[config.mk]
export PLATFORM = sky130hd
export DESIGN_NAME = rpzp_mul
export DESIGN_NICKNAME = d
export VERILOG_FILES = /design/src/rpzp_mul.sv
export SDC_FILE = /design/constraint.sdc
export NUM_CORES = 2
export LEC_CHECK = 0
export BUFFER_PORTS_ARGS = -buffer_cell sky130_fd_sc_hd__buf_2
export CAP_MARGIN = 5
export CELL_PAD_IN_SITES_DETAIL_PLACEMENT = 0
export CELL_PAD_IN_SITES_GLOBAL_PLACEMENT = 1
export CORE_MARGIN = 2
export CORE_UTILIZATION = 52
export CTS_CLUSTER_DIAMETER = 40
export DETAILED_ROUTE_END_ITERATION = 12
export PLACE_DENSITY = 0.95
export SLEW_MARGIN = 10
export SYNTH_ARGS = -nofsm -noshare
export SYNTH_HDL_FRONTEND = slang
export SYNTH_SLANG_ARGS = --single-unit
[constraint.sdc]
create_clock -name clk -period 11.1 [get_ports clk]
set_clock_uncertainty 0.15 [all_clocks]
set_input_delay 1.11 -clock clk [delete_from_list [all_inputs] [get_ports clk]]
set_output_delay 1.11 -clock clk [all_outputs]
set_load 0.005 [all_outputs]
[src/rpzp_mul.sv]
// rpzp_mul: shared signed multiplier with a registered product
// no dependencies
module rpzp_mul #(
  parameter int W = 33
) (
  input  logic                  clk,
  input  logic signed [W-1:0]   a,
  input  logic signed [W-1:0]   b,
  output logic signed [2*W-1:0] p
);

  always_ff @(posedge clk) begin
    p <= a * b;
  end

endmodule

==> impl_results.md <==
- Number of enable flip-flop cells after synthesis: 0
- Status: finished, final reports clean
- Vias per Instance: 5.35
- Yosys top cell by area: fa_1
- Post-CTS Setup Bufs: 0
- Largest register FFs: 66
- Max FO, Critical Path: 33
- Post-layout min period: 9.39 ns
- Area delta synth->final: 3.85%
- Fin nets: 5,706
- Pins Over Slew Limit: 0
- Core area: 0.0775 mm2
- Layout cells sized above 1: 4.72%
- Initial antenna violation count: 8
- Vias in the first global route: 32,300
- Die Area: 0.0806 mm2
- Leading cell types by total area after synthesis: fa_1 56%, inv_1 10%, and2_1 8.6%, ha_1 6.7%, nand2_1 5.1%
- RSZ-0062 raised after global routing: false
- CP Class: input port to register
- Top flop regs: p: 66 flops
- Worst slew pin tran: 1.14 ns
- Final HPWL DP: 87,100 um
- Final setup violation count: 0
- Clock transition at path regs: 0.07 ns
- PortBufs: 132
- IO Count: 133
- Worst Min Path Start: b[0]
- Die width: 284 um
- Average size of a mapped cell: 9.39 um2
- Synth async-reset ratio: 0%
- Hold Crit Endpoint: p[0]
- WHS Path Cells: 2
- Register area share after synthesis: 3.24%
- Via count: 28,499
- FP Rows: 102
- Wire per inst: 19.8 um
- Biggest register: p
- Drt pass-1 iters: 5
- Hold Fails Final Rpt: 0
- Starting Density: 52.6%
- Critical Path End Type: register
- Largest net degree at the start of global routing: 34
- Yosys reg bits: 66
- GPL Wtd Cong: 0.946
- Number of CTS-inserted buffers: 9
- Mapped Cells: 4,338
- First-pass GRT wire length: 176,000 um
- WP data required: 11.24 ns
- Fmax: 106 MHz
- Yosys cell types: 80
- Initial drt markers: 1,759
- Synth top area share: 56.3%
- Post-cts sizing count: 0
- Hold Path Class: input port to register
- Antenna viol nets, final: 0
- Hold Slack: 1.19 ns
- Synth Cell Area: 0.0407 mm2
- Startpoint type of the worst setup path: input port
- GRT Util Overall: 28.1%
- Clock Tree Buf Depth: 2
- Max-cap violations: 0
- Root buf cell: clkbuf_16
- Die Height: 284 um
- Slew margin rel.: 24.3%
- Top_reg_cell synth: dfxtp_1
- Fin crit share: 84.6%
- Drc violations: 0
- Yosys Warn Count: 0
- Clk sink count: 66
- CTS tree: built
- Setup TNS: 0 ns
- Cts hold-fix bufs: 0
- GR Overflow Total: 0
- Post-Route WL: 106,000 um
- Htree depth: 3
- Crit path DAT: 9.54 ns
- Syn Nets: 5,767
## logic make-up (layout without fill, tap and decap cells)
family,after synthesis,count (layout),synth area share (%)
AOI/OAI and AO/OA,219,219,4.07
xor gates and xnor gates,68,68,1.46
adders and majority gates,1362,1362,62.9
buffers and inverters,1352,1296,12.5
DFF,66,66,3.24
other,0,1,0
and+or+nand+nor,1271,1271,15.8
## metrics by stage
stage / std cells / cell area, um2 / utilization, % / worst slack, ns
after global routing: 5323 / 42300 / 54.6 / 1.26
after global placement: 5306 / 42000 / 54.2 / 1.41
after floorplan: 4338 / 40700 / - / 2.60
final: 5323 / 42300 / 54.6 / 1.71
after detailed placement: 5306 / 42000 / 54.2 / 1.33
after CTS: 5322 / 42300 / 54.6 / 1.69
## cell type report
class                           count  area (um2)
Sequential cell                    66        1320
Multi-Input combinational cell   2920       34300
Timing Repair Buffer              149         788
Clock inverter                      6        90.1
Tap cell                         1040        1300
Inverter                         1131        4250
Antenna cell                        1        2.50
Clock buffer                       10         239
Fill cell                        6861       35200
## cells in the final DEF, fill, tap and decap left out, drive strengths merged, types with 7 or more instances in the layout
cell type / netlist / layout
a211oi: 11 / 11
a21o: 38 / 38
a21oi: 61 / 61
a31oi: 9 / 9
and2: 563 / 563
buf: 13 / 149
clkbuf: 208 / 10
dfxtp: 66 / 66
fa: 1145 / 1145
ha: 217 / 217
inv: 1131 / 1131
nand2: 551 / 551
nand2b: 12 / 12
nand3: 26 / 26
nand4: 12 / 12
nor2: 68 / 68
nor3: 7 / 7
o21ai: 33 / 33
o21bai: 11 / 11
o31ai: 7 / 7
xnor2: 43 / 43
xor2: 25 / 25
## critical path: stages
cell	delay, ns
buf_2	0.64
nand2_1	0.29
inv_1	0.16
fa_1	0.46
fa_1	0.54
inv_1	0.13
fa_1	0.56
inv_1	0.07
fa_1	1.17
fa_1	0.60
fa_1	0.52
fa_1	0.50
inv_1	0.05
fa_1	0.50
inv_1	0.05
ha_1	0.44
nand4_1	0.22
nor3_1	0.58
o311ai_4	0.32
nand3_2	0.24
a211oi_1	0.10
a311oi_1	0.25
## cells in the mapped netlist, drive strengths merged, types with 3 or more instances
cell and n:
a21boi 3, or3 3, o21bai 11, inv 1131, xor2 25, nand2 551
nor4 3, nand4 12, a211oi 11, nand2b 12, nor2 68, clkbuf 208
o21a 6, or2 3, o31ai 7, a31oi 9, nor2b 5, dfxtp 66
and2 563, nor3 7, fa 1145, ha 217, o21ai 33, and4 5
nand3 26, a211o 6, o211ai 5, a221oi 3, and3 6, buf 13
a21o 38, xnor2 43, a21oi 61
## per-layer routing
layer	up-vias	track usage [%]	wire [um]
met1	14910	35.5	40100
met3	271	5.34	8020
li1	12196	-	-
met4	10	12.3	5150
met2	1112	47.2	52100
met5	-	0	53
## worst max path at each step
stage	startpoint	cells past startpoint	end	slack [ns]
detailed placement	b[6]	24	p[58]	1.33
global placement	b[6]	22	p[64]	1.41
global route	b[6]	22	p[64]	1.26
finish	b[6]	22	p[64]	1.71
CTS	b[6]	24	p[58]	1.69
floorplan	a[32]	23	p[62]	2.60
Power is left out: the tool's default activity adds up to more than one toggle a clock period on the data nets, which glitch-free logic cannot reach.
