--- config.mk ---
export PLATFORM = sky130hd
export DESIGN_NAME = rpzp_ram
export DESIGN_NICKNAME = d
export VERILOG_FILES = /design/src/rpzp_ram.sv
export SDC_FILE = /design/constraint.sdc
export NUM_CORES = 2
export LEC_CHECK = 0
export ABC_AREA = 1
export ABC_CLOCK_PERIOD_IN_PS = 2200
export BUFFER_PORTS_ARGS = -buffer_cell sky130_fd_sc_hd__buf_2
export CORE_ASPECT_RATIO = 1.75
export CORE_MARGIN = 4
export CORE_UTILIZATION = 29
export DETAILED_ROUTE_END_ITERATION = 16
export PLACE_DENSITY = 0.52
export SLEW_MARGIN = 20
export SYNTH_ARGS = -nofsm -noshare
export SYNTH_HDL_FRONTEND = slang
export SYNTH_SLANG_ARGS = --single-unit
--- constraint.sdc ---
create_clock -name clk -period 2.2 [get_ports clk]
set_input_delay 0.22 -clock clk [delete_from_list [all_inputs] [get_ports clk]]
set_output_delay 0.22 -clock clk [all_outputs]
set_load 0.01 [all_outputs]
--- src/rpzp_ram.sv ---
// rpzp_ram: generic single write port, single read port ram with registered read
// no dependencies
module rpzp_ram #(
  parameter int WIDTH = 8,
  parameter int DEPTH = 256
) (
  input  logic                     clk,
  input  logic                     we,
  input  logic [$clog2(DEPTH)-1:0] waddr,
  input  logic [WIDTH-1:0]         wdata,
  input  logic [$clog2(DEPTH)-1:0] raddr,
  output logic [WIDTH-1:0]         rdata
);

  logic [WIDTH-1:0] mem [DEPTH];

  always_ff @(posedge clk) begin
    if (we) begin
      mem[waddr] <= wdata;
    end
    rdata <= mem[raddr];
  end

endmodule

==> impl_metrics.py <==
metrics = {
    "status": {
        "status": "completed",
    },
    "sta": {
        "slew_viol_final": 0,
        "layout_setup_ws_ns": 0.02107,
        "rsz0062_at_grt": "false",
        "fin_crit_ns": 2.179,
        "hold_viol_final": 0,
        "max_clock_freq_ghz": 0.4589,
        "fin_skew_ns": 0.05272,
        "holdWs_ns": 0.06939,
        "fin_tns_setup_ns": 0,
        "fin_crit_sh_pct": 99.04,
        "slew-limit-headroom_pct": 46.58,
        "worst_pin_slew_ns": 0.8004,
        "finalSetupViolations": 0,
    },
    "finish": {
        "layout_common_cells": "nand2_1 (2116), edfxtp_1 (2048), nand3_1 (2017)",
        "n_fill_cell": 28140,
        "seq_area_sq_um": 61660,
        "final_common_cell": "nand2_1",
        "syn_to_final_growth_pct": 18.04,
        "multi_input_area_sq_um": 19160,
        "design_area_sq_um": 98440,
        "final_nets": 7455,
        "fin_cells": 11360,
        "drive_gt1_share_pct": 12.98,
    },
    "cts": {
        "cts-buffers-inserted": 178,
        "clk_path_buf_depth": 4,
        "cts_setup_buffers": 0,
        "clk_pin_slew_ns": 0.07,
        "cts_tree": "yes",
        "cts_sinks": 2056,
        "clk_root_buffer_cell": "clkbuf_16",
        "htreeDepth": 4,
        "clkLatencyLatePin_ns": 0.83,
    },
    "synthesis": {
        "avgSynthCellArea_sq_um": 11.91,
        "netlist_area_sq_um": 83400,
        "synth_area_leaders": "edfxtp_1 (74%), nand3_1 (12%), nand2_1 (9.6%), buf_2 (1.6%), nor2_1 (1.3%)",
        "yosysUniqueCellTypes": 14,
        "synth_top_area_share_pct": 73.74,
        "synthCells": 7003,
        "ys_warn_count": 0,
        "synth-seq-cells": 2056,
        "syn-num-nets": 7029,
        "ys_seq_area_share_pct": 73.94,
        "synth.largest_area_cell": "edfxtp_1",
    },
    "placed_design": {
        "hpwl_um": 176700,
        "gp_congestion": 0.8731,
        "post-place-ws_ns": -0.6319,
        "port_buffers": 33,
        "dp.cells": 11040,
        "place_area_sq_um": 92750,
    },
    "power": {
        "power_density_nw_per_um2": 815.4,
        "total_leakage_power_nw": 34.56,
        "peakVddDrop_mv": 0.6532,
        "p_seq_share_pct": 53.8,
        "p_int_mw": 61.87,
        "pwr-share-comb_pct": 7.4,
        "power_frac_clock_pct": 38.8,
        "swShare_pct": 22.93,
        "p_sw_mw": 18.41,
    },
    "worst_setup_path": {
        "path_buf_inv": 0,
        "crit_path_cell_trace": "nand2_1 > nand3_1 > nand3_1 > nand3_1 > nand3_1 > nand3_1 > nand3_1 > nand2_1 > nand2_1 > nand2_1",
        "r2r_cells": 10,
        "worstPathRequired_ns": 2.90,
        "crit_fanout": 1,
        "cp_slowest_stage_delay_ns": 0.37,
        "critPathArrivalTime_ns": 2.88,
        "crit_family": "simple AND/OR/NAND/NOR gates",
        "criticalPathCategory": "reg -> reg",
        "start_kind": "flip-flop",
        "reg2reg_to": "rdata[0]",
        "critPathSlowestCell": "nand3_1",
        "crit_top_cell": "nand3_1",
        "critical_path.endpoint_type": "flip-flop",
        "r2r-start": "mem[171][0]",
        "reg2reg_slack_ns": 0.02,
    },
    "grt": {
        "overflow": 0,
        "grt.total_usage_pct": 17.53,
        "grt_max_degree": 79,
        "grt_pass1_vias": 56200,
        "antenna_found_initial": 8,
        "grt_pass1_wl_um": 384500,
    },
    "job": {
        "max-cap-violations": 0,
    },
    "routing": {
        "ant_nets": 0,
        "viasPerCell": 4.897,
        "dr.first_iter.drc_count": 4439,
        "drt_first_pass_iters": 7,
        "drcViolationCount": 0,
        "num_vias": 55650,
        "wl_per_cell_um": 23.31,
        "routed_wl_um": 264900,
    },
    "die": {
        "rows": 260,
        "die_h_um": 717.4,
        "io-pin-count": 34,
        "core_sq_um": 286300,
        "die-area_sq_um": 296600,
        "die_w_um": 413.4,
        "initial_core_util_pct": 29.13,
    },
    "hold_path": {
        "min_path_cells": 6,
        "min_path_type": "in -> reg",
        "min_from": "raddr[6]",
        "min_to": "rdata[6]",
    },
}
==> power groups by stage <==
stage	sequential (mW)	clock (mW)	combinational, mW
CTS	43.2	31.9	5.99
global placement	44.1	0	5.93
floorplan	44.0	0	2.66
global route	43.2	33.3	6.34
detailed placement	44.1	0	5.95
finish	43.2	31.2	5.91
==> per-stage QoR <==
step / power [mW] / utilization (%)
after floorplan: 46.71 / -
after global placement: 49.98 / 32.40
after detailed placement: 50.00 / 32.40
after CTS: 81.03 / 34.38
after global routing: 82.76 / 34.38
final: 80.27 / 34.39
==> cell usage after synthesis <==
| cell type | instances |
|---|---|
| nand2_1 | 2123 |
| nor2_1 | 283 |
| inv_2 | 2 |
| buf_1 | 40 |
| buf_6 | 16 |
| nand3_1 | 2019 |
| buf_4 | 46 |
| buf_8 | 1 |
| clkbuf_1 | 112 |
| inv_4 | 1 |
| dfxtp_1 | 8 |
| buf_2 | 268 |
| edfxtp_1 | 2048 |
| inv_1 | 36 |
==> sequential cells by signal, summed over array words and instances (netlist names) <==
register / flops
mem: 2048
rdata: 8
==> area by class of cell <==
cell class	instances	area share [%]
Antenna cell	6	0.01525
Tap cell	3799	4.829
Multi-Input combinational cell	4425	19.47
Inverter	39	0.1830
Sequential cell	2056	62.64
Clock inverter	92	0.9126
Clock buffer	218	4.740
Timing Repair Buffer	729	7.219
==> kinds of logic after synthesis <==
family / Yosys count / synth area share, %
buffers and inverters: 522 / 3.119
and+or+nand+nor: 4425 / 22.95
DFF: 2056 / 73.94
==> worst reg2reg max path, delay by kind of cell, from the launching register on <==
| family | cells | cell delay, ns |
|---|---|---|
| flip-flops | 1 | 0.36 |
| AND/OR/NAND/NOR | 10 | 1.72 |
==> repair_timing <==
action,in CTS,in global routing
gates resized for setup,2,0
hold buffers,10,0
hold endpoints to repair,329,0
setup endpoints to repair,2,0
==> per-layer routing <==
layer | share of wire, % | wire length (um) | vias up | track usage, %
met5 | 0.019 | 50 | - | 0
met4 | 7.7 | 20320 | 8 | 11.52
met3 | 4.5 | 11890 | 634 | 1.881
met2 | 53 | 140300 | 1746 | 32.53
met1 | 35 | 92350 | 27600 | 18.70
li1 | - | - | 25670 | -
==> how the worst max path moves through the flow <==
| stage | from | endpoint | slack (ns) | depth (start not counted) |
|---|---|---|---|---|
| final | mem[171][0] | rdata[0] | 0.02 | 10 |
| after global routing | mem[170][0] | rdata[0] | 0.05 | 10 |
| after CTS | mem[171][0] | rdata[0] | 0.1 | 10 |
| after detailed placement | raddr[0] | rdata[4] | -0.63 | 14 |
| after global placement | raddr[0] | rdata[4] | -0.62 | 14 |
| after floorplan | we | mem[162][0] | 0.49 | 4 |
(Power assumes the default switching activity.)
