`config.mk`:
```
export PLATFORM = sky130hd
export DESIGN_NAME = rpzp_div
export DESIGN_NICKNAME = d
export VERILOG_FILES = /design/src/rpzp_pkg.sv /design/src/rpzp_div.sv
export SDC_FILE = /design/constraint.sdc
export NUM_CORES = 1
export LEC_CHECK = 0
export ABC_CLOCK_PERIOD_IN_PS = 6200
export CELL_PAD_IN_SITES_DETAIL_PLACEMENT = 0
export CELL_PAD_IN_SITES_GLOBAL_PLACEMENT = 1
export CORE_MARGIN = 1
export CORE_UTILIZATION = 54
export CTS_CLUSTER_SIZE = 14
export DETAILED_ROUTE_END_ITERATION = 16
export DONT_BUFFER_PORTS = 1
export HOLD_SLACK_MARGIN = 0.05
export PLACE_DENSITY = 0.85
export SETUP_SLACK_MARGIN = 0.05
export SLEW_MARGIN = 40
export SYNTH_ARGS = -nofsm -noshare
export SYNTH_HDL_FRONTEND = slang
export SYNTH_SLANG_ARGS = --single-unit
```
`constraint.sdc`:
```
create_clock -name clk -period 6.2 [get_ports clk]
set_input_delay 0.93 -clock clk [delete_from_list [all_inputs] [get_ports clk]]
set_output_delay 0.93 -clock clk [all_outputs]
set_load 0.05 [all_outputs]
```
`src/rpzp_pkg.sv`:
```
// rpzp_pkg: shared types and constants of the rotate/project/z-buffer plotter
// holds the state and command enums, the register map, the config struct and fixed widths
// no dependencies
package rpzp_pkg;

  // shared multiplier operand width
  localparam int MUL_W  = 33;

  // z in Q.16 and 1/z in Q1.24
  localparam int ZQ_W   = 27;
  localparam int INV_W  = 25;
  localparam int GLYPH_W = 8;

  localparam logic [INV_W-1:0] INV_ONE = 25'h100_0000;
  localparam logic [ZQ_W-1:0]  ZQ_MIN  = 27'd65536;
  // 2^40 / 2^25 : remainder after the leading quotient bits that are always zero
  localparam logic [ZQ_W:0]    DIV_REM_INIT = 28'd32768;

  localparam int Q14_SHIFT  = 14;
  localparam int FRAC_SHIFT = 34;
  localparam int PROJ_SHIFT = 40;
  localparam int CAM_SHIFT  = 50;

  // schedule lengths of the shared multiplier
  localparam logic [4:0] MUL_LAST  = 5'd16;
  localparam logic [4:0] PROJ_LAST = 5'd3;

  localparam int CFG_W     = 16;
  localparam int CFG_IDX_W = 3;

  localparam logic signed [15:0] ONE_Q14      = 16'sd16384;
  localparam logic [7:0]         CAM_RESET    = 8'd100;
  localparam logic [7:0]         ZOOM_RESET   = 8'd40;

  typedef enum logic [1:0] {
    CMD_PLOT  = 2'd0,
    CMD_CLEAR = 2'd1,
    CMD_READ  = 2'd2,
    CMD_NONE  = 2'd3
  } cmd_t;

  typedef enum logic [CFG_IDX_W-1:0] {
    REG_SIN_A  = 3'd0,
    REG_COS_A  = 3'd1,
    REG_SIN_B  = 3'd2,
    REG_COS_B  = 3'd3,
    REG_SIN_C  = 3'd4,
    REG_COS_C  = 3'd5,
    REG_CAMERA = 3'd6,
    REG_ZOOM   = 3'd7
  } reg_idx_t;

  typedef enum logic [3:0] {
    ST_CLEAR,
    ST_IDLE,
    ST_MUL,
    ST_CHK,
    ST_INV,
    ST_DIV,
    ST_PROJ,
    ST_INDEX,
    ST_ADDR,
    ST_LOOK,
    ST_UPDATE
  } state_t;

  typedef struct packed {
    logic signed [15:0] sin_a;
    logic signed [15:0] cos_a;
    logic signed [15:0] sin_b;
    logic signed [15:0] cos_b;
    logic signed [15:0] sin_c;
    logic signed [15:0] cos_c;
    logic [7:0]         camera_distance;
    logic [7:0]         zoom;
  } cfg_t;

endpackage

```
`src/rpzp_div.sv`:
```
// rpzp_div: radix-2 divider forming 2^40 / zq, one quotient bit per cycle
// depends on rpzp_pkg for widths; divisor must be at least 2^16
module rpzp_div (
  input  logic                          clk,
  input  logic                          rst,
  input  logic                          start,
  input  logic [rpzp_pkg::ZQ_W-1:0]     divisor,
  output logic                          done,
  output logic [rpzp_pkg::INV_W-1:0]    quot
);

  logic                       run;
  logic [4:0]                 bit_cnt;
  logic [rpzp_pkg::ZQ_W-1:0]  d;
  logic [rpzp_pkg::ZQ_W:0]    rem;
  logic [rpzp_pkg::ZQ_W:0]    rem_sh;
  logic                       fits;

  assign rem_sh = {rem[rpzp_pkg::ZQ_W-1:0], 1'b0};
  assign fits   = rem_sh >= {1'b0, d};

  always_ff @(posedge clk) begin
    if (rst) begin
      run  <= 1'b0;
      done <= 1'b0;
      bit_cnt <= '0;
    end else begin
      done <= 1'b0;
      if (start) begin
        run     <= 1'b1;
        bit_cnt <= 5'(rpzp_pkg::INV_W - 1);
        d       <= divisor;
        rem     <= rpzp_pkg::DIV_REM_INIT;
        quot    <= '0;
      end else if (run) begin
        rem  <= fits ? rem_sh - {1'b0, d} : rem_sh;
        quot <= {quot[rpzp_pkg::INV_W-2:0], fits};
        bit_cnt <= bit_cnt - 5'd1;
        if (bit_cnt == 5'd0) begin
          run  <= 1'b0;
          done <= 1'b1;
        end
      end
    end
  end

endmodule

```
==> metrics.csv <==
metric,value,unit
HPWL after DPL,6820,um
most frequent cells in the layout,"79 x edfxtp_1, 41 x a21oi_1, 38 x inv_1",
busiest grt layer,met2,
Iter 0 DRT Violations,169,
Synth async-reset ratio,0,
Wirelength per Cell,17.1,um
I/O pins,56,
M2 GR Usage,0.361,
fraction of layout cells with a size suffix above 1,0.0696,
Core Rows,34,
"most common cell after layout, fill and taps aside",edfxtp_1,
IO Port Bufs,0,
Tightest Pin Transition,0.605,ns
Overall Global Routing Usage,0.217,
number of global-route vias before repair,3385,
leakage power,2.00,nW
synth-to-layout area growth,4.94,%
router iterations before antenna repair,4,
met1 usage,0.288,
ys flop type,edfxtp_1,
Post-synth EDFFs,79,
CTS Buf Count,9,
syn_nets,525,
largest net degree at the start of global routing,51,
vias post-DR,3355,
Finished Cell Area,0.00516,mm^2
setup TNS,0,ns
CTS H-tree depth,3,
Worst Setup Path Type,reg2reg,
Syn Inst Count,465,
XOR/XNOR Fraction of Synth Area,0.0428,
met3 usage,0.0388,
Core Area,0.00876,mm^2
Final Cycle Share,0.535,
"Clk Latency, worst-skew pair",0.37,ns
final WL,9720,um
final hold vios,0,
Placer Congestion,0.860,
synthesized flop and latch total,86,
Pins Over Slew Limit,0,
Cell Pwr Density,312,mW/mm^2
area share of and/or/nand/nor cells after synthesis,0.147,
Post CTS Setup Buffer Count,0,
Post-Syn Area,0.00492,mm^2
placed cell area,0.00494,mm^2
initial antenna violation count,0,
Sink Count,86,
post-synthesis adder-cell area fraction,0.0779,
multiplexer area fraction after synthesis,0.0163,
Die Ht,97.4,um
Horiz. Die Dim,97.4,um
"CTS clk-pin slew, worst paths",0.11,ns
Worst Setup Start Kind,register,
Setup Viol. Count Final,0,
register area,0.00251,mm^2
max_cap viols,0,
Worst EP required,6.39,ns
initial core utilization,0.561,
Hold Path Class,reg2reg,
Resized Gates After CTS,0,
CTS Hold Bufs,0,
register area share after synthesis,0.511,
RSZ-0062 raised after global routing,no,
post-synthesis compound-gate area fraction,0.149,
fin nets,515,
Max clock buf depth,2,
vias per cell,5.91,
Critical Path AT,3.50,ns
largest family of logic cells by synthesized area,compound AO/OA/AOI/OAI gates,
f_max,301,MHz
Max IR drop VDD,0.000154,V
Worst slew margin,0.595,
Antenna Nets Post-Route,0,
footprint of the multi-input gates,0.00214,mm^2
# diodes,0,
clock root buffer,clkbuf_8,
die area,0.00949,mm^2
first-pass GRT wire length,16300,um
Post-route DRC,0,
status,completed,
final setup skew,0.0182,ns
Synth cell types,54,
gr ovfl total,0,
filler cell count,776,
Syn Area/Cell,10.6,um^2
CTS tree,yes,
Ys Warns,0,
CP endpoint kind,register,
crit path time final,3.32,ns
crit-path max FO,30,
[cell type report]
cell class,count,share of cell area
tap,108,0.0262
clock inverter,7,0.0175
clock buffer,9,0.0240
multi-input combinational,318,0.415
timing repair buffer,2,0.00291
sequential,86,0.487
inverter,38,0.0276
[cells by family after synthesis]
| kind of cell | Yosys count |
|---|---|
| compound gates | 118 |
| xor+xnor | 24 |
| fa+ha+maj | 30 |
| buf+inv | 61 |
| flops | 86 |
| mux | 8 |
| simple gates | 138 |
[cell usage after synthesis (2+ instances only)]
library cell	number	area [um^2]
o21bai_1	4	30.0
edfxtp_1	79	2370
o31ai_1	3	22.5
nor3_1	7	35.0
a21oi_1	41	205
a31oi_1	4	25.0
o21ai_1	2	10.0
nor2_1	26	97.6
and2_1	4	25.0
xor2_1	8	70.1
nand4_1	4	25.0
o2111ai_1	2	17.5
a211oi_2	2	25.0
nor2b_1	26	163
nand3_1	21	105
dfxtp_1	7	140
a21boi_0	3	22.5
clkbuf_1	15	56.3
buf_4	4	30.0
mux2i_1	8	80.1
nor4b_1	2	17.5
a211oi_1	3	22.5
a21o_1	11	82.6
nor4_1	3	18.8
o22ai_1	4	25.0
nand2_1	29	109
and3_1	5	31.3
o221ai_1	2	17.5
ha_1	29	363
o21a_1	4	30.0
nand2_2	3	18.8
a21oi_2	2	17.5
inv_1	38	143
xnor2_1	16	140
o21ai_0	24	120
buf_2	2	10.0
[final timing paths]
check	start	endpoint	slack, ns	cells after the start
worst max-delay path	rem[7]$_SDFFCE_PP0P_	rem[16]$_SDFFCE_PP0P_	2.88	9
worst min-delay path	bit_cnt[1]$_SDFFE_PP0P_	bit_cnt[1]$_SDFFE_PP0P_	0.52	2
worst max register to register	rem[7]$_SDFFCE_PP0P_	rem[16]$_SDFFCE_PP0P_	2.88	9
worst min register to register	bit_cnt[1]$_SDFFE_PP0P_	bit_cnt[1]$_SDFFE_PP0P_	0.52	2
[worst max-delay path: stages, from the launching register on]
cell and delay, ns:
edfxtp_1 0.41, ha_1 0.46, and3_1 0.25, nand3_1 0.10
or3_4 0.37, a211o_1 0.34, and3_4 0.24, nor2_8 0.46
nand2_2 0.18, o32ai_1 0.30
[metal layers]
metal,part of all wire,wire length [um],vias to the layer above
li1,-,-,1656
met1,0.46,4460,1603
met2,0.48,4660,85
met3,0.050,487,11
met4,0.013,123,0
met5,0,0,-
[sequential cells by signal, summed over array words and instances, names as in the netlist]
| register | flops |
|---|---|
| bit_cnt | 5 |
| d | 27 |
| done | 1 |
| quot | 25 |
| rem | 27 |
| run | 1 |
[power by group]
group / total, mW / internal [mW] / switching [mW] / leakage, nW
sequential: 0.758 / 0.698 / 0.0600 / 0.819
combinational: 0.432 / 0.170 / 0.262 / 1.08
clock: 0.420 / 0.195 / 0.225 / 0.101
total: 1.61 / 1.06 / 0.547 / 2.00
[through the flow]
| step | hold slack (ns) | total power, mW | instances | worst slack, ns | util |
|---|---|---|---|---|---|
| after floorplan | 0.477 | 1.14 | 465 | 2.28 | - |
| after global placement | 0.488 | 1.19 | 552 | 3.06 | 0.564 |
| after detailed placement | 0.510 | 1.20 | 552 | 2.94 | 0.564 |
| after CTS | 0.524 | 1.62 | 568 | 2.88 | 0.589 |
| after global routing | 0.554 | 1.69 | 568 | 2.65 | 0.589 |
| final | 0.517 | 1.61 | 568 | 2.88 | 0.589 |
No activity file was read; power rests on OpenSTA's default activity.
