### config.mk
export PLATFORM = sky130hd
export DESIGN_NAME = rpzp_cfg
export DESIGN_NICKNAME = d
export VERILOG_FILES = /design/src/rpzp_pkg.sv /design/src/rpzp_cfg.sv
export SDC_FILE = /design/constraint.sdc
export NUM_CORES = 1
export LEC_CHECK = 0
export ABC_AREA = 1
export BUFFER_PORTS_ARGS = -buffer_cell sky130_fd_sc_hd__buf_2
export CORE_ASPECT_RATIO = 0.6
export CORE_MARGIN = 2
export CORE_UTILIZATION = 51
export DETAILED_ROUTE_END_ITERATION = 16
export PLACE_DENSITY = 0.85
export REMOVE_ABC_BUFFERS = 1
export SETUP_SLACK_MARGIN = 0.4
export SLEW_MARGIN = 0
export SYNTH_ARGS = -nofsm -noshare
export SYNTH_HDL_FRONTEND = slang
export SYNTH_SLANG_ARGS = --single-unit
### constraint.sdc
create_clock -name clk -period 1.4 [get_ports clk]
set_clock_uncertainty 0.1 [all_clocks]
set_input_delay 0.21 -clock clk [delete_from_list [all_inputs] [get_ports clk]]
set_output_delay 0.21 -clock clk [all_outputs]
set_load 0.01 [all_outputs]
### src/rpzp_pkg.sv
// rpzp_pkg: shared types and constants of the rotate/project/z-buffer plotter
// holds the state and command enums, the register map, the config struct and fixed widths
// no dependencies
package rpzp_pkg;

  // shared multiplier operand width
  localparam int MUL_W  = 33;

  // z in Q.16 and 1/z in Q1.24
  localparam int ZQ_W   = 27;
  localparam int INV_W  = 25;
  localparam int GLYPH_W = 8;

  localparam logic [INV_W-1:0] INV_ONE = 25'h100_0000;
  localparam logic [ZQ_W-1:0]  ZQ_MIN  = 27'd65536;
  // 2^40 / 2^25 : remainder after the leading quotient bits that are always zero
  localparam logic [ZQ_W:0]    DIV_REM_INIT = 28'd32768;

  localparam int Q14_SHIFT  = 14;
  localparam int FRAC_SHIFT = 34;
  localparam int PROJ_SHIFT = 40;
  localparam int CAM_SHIFT  = 50;

  // schedule lengths of the shared multiplier
  localparam logic [4:0] MUL_LAST  = 5'd16;
  localparam logic [4:0] PROJ_LAST = 5'd3;

  localparam int CFG_W     = 16;
  localparam int CFG_IDX_W = 3;

  localparam logic signed [15:0] ONE_Q14      = 16'sd16384;
  localparam logic [7:0]         CAM_RESET    = 8'd100;
  localparam logic [7:0]         ZOOM_RESET   = 8'd40;

  typedef enum logic [1:0] {
    CMD_PLOT  = 2'd0,
    CMD_CLEAR = 2'd1,
    CMD_READ  = 2'd2,
    CMD_NONE  = 2'd3
  } cmd_t;

  typedef enum logic [CFG_IDX_W-1:0] {
    REG_SIN_A  = 3'd0,
    REG_COS_A  = 3'd1,
    REG_SIN_B  = 3'd2,
    REG_COS_B  = 3'd3,
    REG_SIN_C  = 3'd4,
    REG_COS_C  = 3'd5,
    REG_CAMERA = 3'd6,
    REG_ZOOM   = 3'd7
  } reg_idx_t;

  typedef enum logic [3:0] {
    ST_CLEAR,
    ST_IDLE,
    ST_MUL,
    ST_CHK,
    ST_INV,
    ST_DIV,
    ST_PROJ,
    ST_INDEX,
    ST_ADDR,
    ST_LOOK,
    ST_UPDATE
  } state_t;

  typedef struct packed {
    logic signed [15:0] sin_a;
    logic signed [15:0] cos_a;
    logic signed [15:0] sin_b;
    logic signed [15:0] cos_b;
    logic signed [15:0] sin_c;
    logic signed [15:0] cos_c;
    logic [7:0]         camera_distance;
    logic [7:0]         zoom;
  } cfg_t;

endpackage

### src/rpzp_cfg.sv
// rpzp_cfg: configuration register file (angles, camera distance, zoom)
// depends on rpzp_pkg for the register map and the config struct
module rpzp_cfg (
  input  logic                           clk,
  input  logic                           rst,
  input  logic                           we,
  input  logic [rpzp_pkg::CFG_IDX_W-1:0] index,
  input  logic [rpzp_pkg::CFG_W-1:0]     data,
  output rpzp_pkg::cfg_t                 cfg
);

  always_ff @(posedge clk) begin
    if (rst) begin
      cfg.sin_a <= '0;
      cfg.cos_a <= rpzp_pkg::ONE_Q14;
      cfg.sin_b <= '0;
      cfg.cos_b <= rpzp_pkg::ONE_Q14;
      cfg.sin_c <= '0;
      cfg.cos_c <= rpzp_pkg::ONE_Q14;
      cfg.camera_distance <= rpzp_pkg::CAM_RESET;
      cfg.zoom  <= rpzp_pkg::ZOOM_RESET;
    end else if (we) begin
      case (rpzp_pkg::reg_idx_t'(index))
        rpzp_pkg::REG_SIN_A:  cfg.sin_a <= signed'(data);
        rpzp_pkg::REG_COS_A:  cfg.cos_a <= signed'(data);
        rpzp_pkg::REG_SIN_B:  cfg.sin_b <= signed'(data);
        rpzp_pkg::REG_COS_B:  cfg.cos_b <= signed'(data);
        rpzp_pkg::REG_SIN_C:  cfg.sin_c <= signed'(data);
        rpzp_pkg::REG_COS_C:  cfg.cos_c <= signed'(data);
        rpzp_pkg::REG_CAMERA: cfg.camera_distance <= data[7:0];
        rpzp_pkg::REG_ZOOM:   cfg.zoom <= data[7:0];
        default: begin
        end
      endcase
    end
  end

endmodule

==> flow_metrics.env, run 1 <==
export IMPL_p_leak_nw=3.07
export IMPL_synthFlopType="dfxtp_1"
export IMPL_yosysTopAreaCell="dfxtp_1"
export IMPL_wl_per_cell_um=16.0
export IMPL_drc_errors=0
export IMPL_critPathBufInv=1
export IMPL_worstPathCellList="buf_6"
export IMPL_worstPathArrival_ns=0.83
export IMPL_drt_iter0_markers=465
export IMPL_die_area_sq_um=9540
export IMPL_largestRegisters="cfg x112"
export IMPL_r2r_slack_ns=0.41
export IMPL_cts_sinks=112
export IMPL_mappedNetlistArea_sq_um=4460
export IMPL_clk_pin_slew_ns=0.07
export IMPL_crit_family="flip-flops"
export IMPL_rsz0062_at_grt="yes"
export IMPL_r2r_end="cfg[84]$_SDFFE_PP0P_"
export IMPL_status="finished, final reports clean"
export IMPL_antenna_found_initial=0
export IMPL_n_antenna_cell=0
export IMPL_synthCells=633
export IMPL_setup_ws_ns=0.259
export IMPL_cts_made_buffers=9
export IMPL_fmax_ghz=0.877
export IMPL_clock_path_buffers=2
export IMPL_hold_path_class="in -> reg"
export IMPL_via_count=4811
export IMPL_worstMarginPinSlew_ns=0.438
export IMPL_slew_viol_final=0
export IMPL_grt_overflow=0
export IMPL_cp_required_ns=1.09
export IMPL_largest_register="cfg"
export IMPL_globalplace_congestion=0.872
export IMPL_hold_worst_slack_ns=0.0164
export IMPL_startpoint="cfg[50]$_SDFFE_PP0P_"
export IMPL_clk_latency_ns=0.35
export IMPL_root_buffer="clkbuf_16"
export IMPL_fp_dieH_um=76.5
export IMPL_hold_end="cfg[14]$_SDFFE_PP1P_"
export IMPL_power_per_cell_area_nw_per_um2=1030
export IMPL_min_path_cells=3
export IMPL_start_util_pct=52.5
export IMPL_yosysSeqAreaShare_pct=50.3
export IMPL_start_kind="flip-flop"
export IMPL_core_sq_um=8490
export IMPL_largest_register_ffs=112
export IMPL_relSlewSlack_pct=70.7
export IMPL_synthDistinctLibCells=15
export IMPL_grt_pass1_vias=4468
export IMPL_hp_start="data[6]"
export IMPL_place_ws_ns=0.0631
export IMPL_cts_tree="built"
export IMPL_fin_crit_ns=1.14
export IMPL_final_area_sq_um=6730
export IMPL_r2r_start="cfg[84]$_SDFFE_PP0P_"
export IMPL_grt_pass1_wl_um=22500
export IMPL_dpl_instance_area_sq_um=5350
export IMPL_ant_nets=0
export IMPL_yosys_top_cells_area="dfxtp_1 (50%), nor2_1 (18%), nand3_1 (12%)"
export IMPL_h_tree_depth=3
export IMPL_yosys_register_bits=112
export IMPL_dp_hpwl_um=8620
export IMPL_drive_gt1_share_pct=40.2
export IMPL_slowest_delay_ns=0.37
export IMPL_yosysWarnings=0
export IMPL_crit_path_max_fanout=2
export IMPL_grt_max_degree=55
export IMPL_via_per_inst=5.35
export IMPL_drv_cap=0
export IMPL_synthTopCellsByCount="nor2_1 (211), nand2_1 (130), dfxtp_1 (112), nand3_1 (106), inv_1 (22)"
export IMPL_synth_top_cell_area_share_pct=50.3
export IMPL_portBuffers=133
export IMPL_setup_viol=0
export IMPL_layout_nets=806
export IMPL_worst_setup_path_type="reg -> out"
export IMPL_yosysMostFrequentCell="nor2_1"
export IMPL_rows=26
export IMPL_first_pass_iters=6
export IMPL_area_growth_pct=50.8
export IMPL_vdd_ir_drop_worst_v=0.000780
export IMPL_reg2reg_depth=4
export IMPL_finalWirelength_um=14400
export IMPL_syn_area_per_cell_sq_um=7.05
export IMPL_grt_total_usage_pct=29.7
export IMPL_synth_edf_count=0
export IMPL_die_w_um=125
export IMPL_hold_violations=0
export IMPL_fin_crit_sh_pct=81.5
export IMPL_cpMaxStageDelayCell="dfxtp_2"
export IMPL_num_io_pins=134
export IMPL_synthArstFlopShare_pct=0
export IMPL_cp_end_kind="primary output"
export IMPL_fin_tns_setup_ns=0
## worst max path at each step
| stage | endpoint | cells past startpoint | slack, ns |
|---|---|---|---|
| 2_1_floorplan | cfg[10]$_SDFFE_PP1P_ | 2 | -0.80 |
| 3_3_place_gp | cfg[3]$_SDFFE_PP1P_ | 6 | 0.14 |
| 3_5_place_dp | cfg[64]$_SDFFE_PP0P_ | 6 | 0.06 |
| 4_1_cts | cfg[37] | 1 | 0.27 |
| 5_1_grt | cfg[50] | 1 | 0.25 |
| 6_report | cfg[50] | 1 | 0.26 |
## logic make-up after synthesis
family	share of synthesized area, %
AO/OA/AOI/OAI	0.224
AND/OR/NAND/NOR	43.1
buffers and inverters	6.39
flip-flops	50.3
## final cells by class
class	count	area (sq um)
clock buffer	11	243
fill	539	1760
sequential	112	2380
multi-input combinational	460	1940
clock inverter	4	45.0
inverter	24	91.3
tap	112	140
timing repair buffer	177	1890
## timing repair
item	CTS	global route
pin swaps	0	3
endpoints found under the hold margin	2	0
hold buffers	2	0
gates cloned	0	0
setup endpoints to repair	112	138
buffers inserted	10	17
resized for setup	224	0
## routing by layer
metal	wire [um]	track usage [%]	vias to the layer above	share of wire, %
met3	1270	6.67	27	8.8
li1	-	-	2264	-
met2	6810	49.2	271	47
met5	0	0	-	0
met4	290	10.6	0	2.0
met1	6000	38.5	2249	42
## tightest hold or removal path: cells and delay by family
kind | cells | cell delay [ns]
simple gates | 2 | 0.13
buf+inv | 1 | 0.09
## metrics by stage
stage	util (%)	cells	power, W
after detailed placement	63.1	856	0.00423
after CTS	77.5	883	0.00690
final	79.3	900	0.00694
after floorplan	-	596	0.00388
after global routing	79.3	900	0.00717
after global placement	63.1	856	0.00420
## layout by cell type (no fill, tap or decap), types with 3 or more instances in the layout
master,instances
nor2_1,209
dfxtp_2,112
inv_1,21
nor2_2,3
buf_4,27
clkbuf_16,9
buf_2,21
nand2_1,130
nand3_1,106
clkinv_2,4
buf_6,112
nor2_4,8
buf_12,15
## power by group
group	internal, W	total (W)	switching, W
logic	0.000451	0.000989	0.000538
registers	0.00332	0.00341	0.0000923
clock network	0.00142	0.00253	0.00112
total	0.00519	0.00694	0.00175
Power figures use the tool's default switching activity.
==> run 2: changes to the inputs <==
--- a/config.mk
+++ b/config.mk
@@ -5,13 +5,13 @@
 export SDC_FILE = /design/constraint.sdc
 export NUM_CORES = 1
 export LEC_CHECK = 0
-export ABC_AREA = 1
+export ABC_AREA = 0
 export BUFFER_PORTS_ARGS = -buffer_cell sky130_fd_sc_hd__buf_2
 export CORE_ASPECT_RATIO = 0.6
 export CORE_MARGIN = 2
-export CORE_UTILIZATION = 51
+export CORE_UTILIZATION = 46
 export DETAILED_ROUTE_END_ITERATION = 16
-export PLACE_DENSITY = 0.85
+export PLACE_DENSITY = 0.81
 export REMOVE_ABC_BUFFERS = 1
 export SETUP_SLACK_MARGIN = 0.4
 export SLEW_MARGIN = 0
==> constraint.sdc (replaced) <==
create_clock -name clk -period 0.92 [get_ports clk]
set_clock_uncertainty 0.1 [all_clocks]
set_input_delay 0.138 -clock clk [delete_from_list [all_inputs] [get_ports clk]]
set_output_delay 0.138 -clock clk [all_outputs]
set_load 0.01 [all_outputs]
==> flow_metrics.env, run 2 <==
export IMPL_critPathBufInv=1
export IMPL_drive_gt1_share_pct=60.6
export IMPL_cpMaxStageDelayCell="dfxtp_2"
export IMPL_largest_register="cfg"
export IMPL_fin_crit_ns=1.06
export IMPL_rsz0062_at_grt="yes"
export IMPL_ant_nets=0
export IMPL_synthFlopType="dfxtp_1"
export IMPL_dp_hpwl_um=7920
export IMPL_num_io_pins=134
export IMPL_largestRegisters="cfg x112"
export IMPL_yosysSeqAreaShare_pct=50.6
export IMPL_violations="negative hold slack, negative setup slack"
export IMPL_antenna_found_initial=0
export IMPL_yosys_register_bits=112
export IMPL_yosysWarnings=0
export IMPL_synth_edf_count=0
export IMPL_globalplace_congestion=0.806
export IMPL_mostFrequentLayoutCells="buf_6 (147), nand2b_1 (112), mux2i_1 (112), dfxtp_2 (112), buf_4 (49)"
export IMPL_postLayoutCoreUtil_pct=78.9
export IMPL_relSlewSlack_pct=79.4
export IMPL_wl_per_cell_um=19.0
export IMPL_mappedNetlistArea_sq_um=4430
export IMPL_worstMarginPinSlew_ns=0.309
export IMPL_worstPathArrival_ns=0.82
export IMPL_clock_path_buffers=2
export IMPL_clk_pin_slew_ns=0.07
export IMPL_die_w_um=131
export IMPL_portBuffers=133
export IMPL_power_per_cell_area_nw_per_um2=1440
export IMPL_first_pass_iters=4
export IMPL_grt_pass1_wl_um=20500
export IMPL_h_tree_depth=3
export IMPL_status="complete, but fails checks"
export IMPL_synthCells=401
export IMPL_via_count=3715
export IMPL_crit_path_max_fanout=2
export IMPL_area_growth_pct=64.7
export IMPL_slew_viol_final=0
export IMPL_hold_path_class="in -> reg"
export IMPL_grt_pass1_vias=3766
export IMPL_clk_latency_ns=0.36
export IMPL_n_antenna_cell=0
export IMPL_cp_end_kind="primary output"
export IMPL_nFillCells=582
export IMPL_grt_total_usage_pct=26.5
export IMPL_fmax_ghz=0.943
export IMPL_drv_cap=0
export IMPL_cts_made_buffers=9
export IMPL_slowest_delay_ns=0.35
export IMPL_grt_overflow=0
export IMPL_yosysMostFrequentCell="nand2b_1"
export IMPL_setup_viol=155
export IMPL_p_leak_nw=3.61
export IMPL_die_area_sq_um=10500
export IMPL_cp_required_ns=0.68
export IMPL_crit_family="flip-flops"
export IMPL_drc_errors=0
export IMPL_hold_violations=5
export IMPL_yosys_top_cells_area="dfxtp_1 (51%), mux2i_1 (25%), nand2b_1 (17%)"
export IMPL_synthDistinctLibCells=16
export IMPL_worstPathCellList="buf_6"
export IMPL_start_util_pct=47.9
export IMPL_rows=27
export IMPL_fin_crit_sh_pct=115
export IMPL_synthArstFlopShare_pct=0
export IMPL_synth_top_cell_area_share_pct=50.6
export IMPL_final_common_cell="buf_6"
export IMPL_setup_ws_ns=-0.141
export IMPL_worst_setup_path_type="reg -> out"
export IMPL_cts_tree="built"
export IMPL_largest_register_ffs=112
export IMPL_synthTopCellsByCount="nand2b_1 (120), dfxtp_1 (112), mux2i_1 (112), clkbuf_1 (17), nor2_1 (13)"
export IMPL_layout_nets=624
export IMPL_root_buffer="clkbuf_16"
export IMPL_drt_iter0_markers=137
export IMPL_hold_worst_slack_ns=-0.0407
export IMPL_grt_max_degree=36
export IMPL_cts_sinks=112
export IMPL_via_per_inst=5.04
export IMPL_fp_dieH_um=80.0
export IMPL_core_sq_um=9260
export IMPL_syn_area_per_cell_sq_um=11.1
export IMPL_place_ws_ns=-0.465
export IMPL_finalWirelength_um=14000
export IMPL_vdd_ir_drop_worst_v=0.00120
export IMPL_start_kind="flip-flop"
export IMPL_yosysTopAreaCell="dfxtp_1"
run 2: changes by cell type after synthesis, moves of 3 or more:
cell / before / now
nand3_1: 106 / 0
clkbuf_1: 7 / 17
nor2_4: 8 / 0
nand4b_1: 0 / 3
buf_4: 11 / 1
nand2_1: 130 / 0
nor2_1: 211 / 13
inv_1: 22 / 0
nand2b_1: 0 / 120
buf_1: 7 / 2
mux2i_1: 0 / 112
run 2: path summary, 6_finish.rpt:
path / to / slack [ns] / depth (start not counted) / startpoint
worst min register to register: cfg[81]$_SDFFE_PP0P_ / 0.38 / 2 / cfg[81]$_SDFFE_PP0P_
worst min-delay path: cfg[3]$_SDFFE_PP1P_ / -0.04 / 3 / data[3]
worst max-delay path: cfg[35] / -0.14 / 1 / cfg[35]$_SDFFE_PP0P_
worst max register to register: cfg[98]$_SDFFE_PP0P_ / -0.08 / 4 / cfg[98]$_SDFFE_PP0P_
run 2: cells by family (layout without fill, tap and decap cells):
kind of cell | after synthesis | after routing | share of synthesized area, %
simple gates | 142 | 143 | 20.0
mux | 112 | 112 | 25.3
flops | 112 | 112 | 50.6
buf+inv | 35 | 240 | 4.09
run 2: routing by layer:
metal  global-route usage, %  vias up  share of wire [%]
li1                        -     1726                  -
met1                    32.4     1826                 43
met2                    44.7      137                 48
met3                    7.98       26                7.0
met4                    8.62        0                2.2
met5                       0        -                  0
run 2: stage by stage:
stage | TNS (ns) | instance area (sq um) | hold slack (ns) | total power [W] | cells
finish | -15.48 | 7300 | -0.0407 | 0.0105 | 737
CTS | -15.32 | 6980 | -0.0378 | 0.0104 | 706
detailed placement | -39.12 | 5390 | 0.330 | 0.00592 | 663
floorplan | -68.66 | 4250 | 0.194 | 0.00550 | 366
global route | -18.77 | 7300 | -0.0170 | 0.0108 | 737
global placement | -36.59 | 5390 | 0.307 | 0.00589 | 663
run 2: power breakdown:
group          switching (W)  internal (W)  leakage [nW]
clock                0.00188       0.00242         0.154
sequential         0.0000871       0.00497         0.954
combinational       0.000488      0.000650          2.50
run 2: timing repair:
| item | 4_1_cts | 5_1_grt |
|---|---|---|
| endpoints found under the setup margin | 224 | 224 |
| cloned | 5 | 0 |
| gates resized for setup | 274 | 23 |
| setup buffers | 22 | 31 |
| pin swaps | 9 | 3 |
| endpoints found under the hold margin | 7 | 3 |
run 2: final cells by class:
type	count	area, sq um	share of cell area [%]
tap	130	163	2.23
clock buffer	9	225	3.09
clock inverter	7	104	1.42
multi-input combinational	255	2120	29.1
sequential	112	2380	32.6
timing repair buffer	224	2300	31.6
==> run 3: changes to the inputs <==
--- a/config.mk
+++ b/config.mk
@@ -9,9 +9,9 @@
 export BUFFER_PORTS_ARGS = -buffer_cell sky130_fd_sc_hd__buf_2
 export CORE_ASPECT_RATIO = 0.6
 export CORE_MARGIN = 2
-export CORE_UTILIZATION = 46
+export CORE_UTILIZATION = 51
 export DETAILED_ROUTE_END_ITERATION = 16
-export PLACE_DENSITY = 0.81
+export PLACE_DENSITY = 0.85
 export REMOVE_ABC_BUFFERS = 1
 export SETUP_SLACK_MARGIN = 0.4
 export SLEW_MARGIN = 0
==> constraint.sdc (replaced) <==
create_clock -name clk -period 1.1 [get_ports clk]
set_clock_uncertainty 0.1 [all_clocks]
set_input_delay 0.165 -clock clk [delete_from_list [all_inputs] [get_ports clk]]
set_output_delay 0.165 -clock clk [all_outputs]
set_load 0.01 [all_outputs]
==> flow_metrics.env, run 3 (synthesized netlist as in run 2, its figures left out) <==
export IMPL_wl_per_cell_um=22.0
export IMPL_die_w_um=124
export IMPL_worstMarginPinSlew_ns=0.339
export IMPL_relSlewSlack_pct=77.4
export IMPL_place_ws_ns=-0.316
export IMPL_hold_violations=0
export IMPL_largest_register_ffs=112
export IMPL_setup_ws_ns=-0.0463
export IMPL_antenna_found_initial=0
export IMPL_grt_overflow=0
export IMPL_p_sw_w=0.00204
export IMPL_total_power_w=0.00865
export IMPL_seq_power_share_pct=48.9
export IMPL_fin_crit_ns=1.15
export IMPL_mostFrequentLayoutCells="buf_6 (131), nand2b_1 (116), dfxtp_2 (112)"
export IMPL_cts_tree="built"
export IMPL_drc_errors=0
export IMPL_cts_sinks=112
export IMPL_instances_no_fill=738
export IMPL_violations="negative setup slack"
export IMPL_start_util_pct=52.2
export IMPL_largestRegisters="cfg x112"
export IMPL_p_int_w=0.00662
export IMPL_cts_made_buffers=9
export IMPL_clk_latency_ns=0.36
export IMPL_h_tree_depth=3
export IMPL_start_kind="input port"
export IMPL_fp_dieH_um=76.2
export IMPL_power_per_cell_area_nw_per_um2=1170
export IMPL_globalplace_congestion=0.819
export IMPL_area_growth_pct=67.3
export IMPL_layout_nets=643
export IMPL_grt_max_degree=41
export IMPL_fmax_ghz=0.872
export IMPL_via_count=3963
export IMPL_grt_pass1_wl_um=22300
export IMPL_first_pass_iters=4
export IMPL_setup_viol=6
export IMPL_core_sq_um=8490
export IMPL_status="complete, but fails checks"
export IMPL_worstPathArrival_ns=1.31
export IMPL_seqCellArea_sq_um=2380
export IMPL_grt_total_usage_pct=30.2
export IMPL_dp_hpwl_um=7940
export IMPL_largest_register="cfg"
export IMPL_finalWirelength_um=16300
export IMPL_worst_setup_path_type="in -> reg"
export IMPL_n_antenna_cell=0
export IMPL_p_comb_share_pct=11.8
export IMPL_die_area_sq_um=9480
export IMPL_rsz0062_at_grt="yes"
export IMPL_via_per_inst=5.37
export IMPL_final_common_cell="buf_6"
export IMPL_cp_end_kind="flip-flop"
export IMPL_portBuffers=133
export IMPL_fin_crit_sh_pct=104
export IMPL_root_buffer="clkbuf_16"
export IMPL_rows=26
export IMPL_p_leak_nw=3.66
export IMPL_vdd_ir_drop_worst_v=0.000972
export IMPL_ant_nets=0
export IMPL_drt_iter0_markers=251
export IMPL_multiInputGateArea_sq_um=2130
export IMPL_p_sw_share_pct=23.5
export IMPL_crit_path_max_fanout=8
export IMPL_slew_viol_final=0
export IMPL_grt_pass1_vias=3998
export IMPL_drv_cap=0
export IMPL_clk_pin_slew_ns=0.07
export IMPL_num_io_pins=134
export IMPL_hold_path_class="in -> reg"
export IMPL_cp_required_ns=1.27
export IMPL_clock_path_buffers=2
export IMPL_drive_gt1_share_pct=62.1
export IMPL_dp_cells=643
export IMPL_clockPowerShare_pct=39.2
export IMPL_nFillCells=373
## run 3: power groups by stage
stage	combinational (W)	sequential [W]	clock [W]
after floorplan	0.000274	0.00432	0
after global placement	0.000658	0.00428	0
after detailed placement	0.000677	0.00428	0
after CTS	0.000906	0.00423	0.00337
after global routing	0.00106	0.00424	0.00354
final	0.00103	0.00423	0.00339
## run 3: worst paths after layout
kind / startpoint / end / slack (ns) / cells after the start
worst max-delay path: index[1] / cfg[83]$_SDFFE_PP0P_ / -0.05 / 6
worst min-delay path: data[14] / cfg[30]$_SDFFE_PP1P_ / 0.04 / 3
worst min register to register: cfg[44]$_SDFFE_PP0P_ / cfg[44]$_SDFFE_PP0P_ / 0.38 / 2
worst max register to register: cfg[94]$_SDFFE_PP1P_ / cfg[94]$_SDFFE_PP1P_ / 0.10 / 4
## run 3: layout make-up
cell class | count | area share (%)
multi-input cells | 255 | 28.7
clock inverters | 5 | 0.742
flip-flops and latches | 112 | 32.1
clock buffers | 11 | 3.41
well taps | 112 | 1.89
repair buffers | 243 | 33.1
## run 3: layer usage
metal	global-route usage (%)	vias up	routed length, um
met5	0	-	0
met4	8.43	0	394
met3	10.5	32	1250
met2	51.6	189	8090
met1	36.3	1975	6520
li1	-	1767	-
## run 3: critical path, stage by stage
cell and delay (ns):
buf_8 0.11, buf_12 0.12, nor4bb_4 0.32, buf_4 0.18, clkbuf_16 0.17, mux2i_1 0.24
## run 3: per-stage QoR
stage | utilization (%) | TNS, ns | hold slack, ns | area (sq um)
final | 87.3 | -0.109 | 0.0373 | 7410
after global routing | 87.3 | -0.195 | 0.0384 | 7410
after CTS | 82.9 | 0 | -0.000485 | 7040
after detailed placement | 63.3 | -17.85 | 0.362 | 5380
after global placement | 63.3 | -15.58 | 0.333 | 5380
after floorplan | - | -53.77 | 0.221 | 4250
## run 3: what timing repair did
| item | in CTS | in global routing |
|---|---|---|
| buffers inserted | 37 | 36 |
| pin swaps | 7 | 3 |
| endpoints found under the hold margin | 1 | 0 |
| endpoints found under the setup margin | 224 | 224 |
| gates resized for setup | 267 | 28 |
| gates cloned | 5 | 1 |
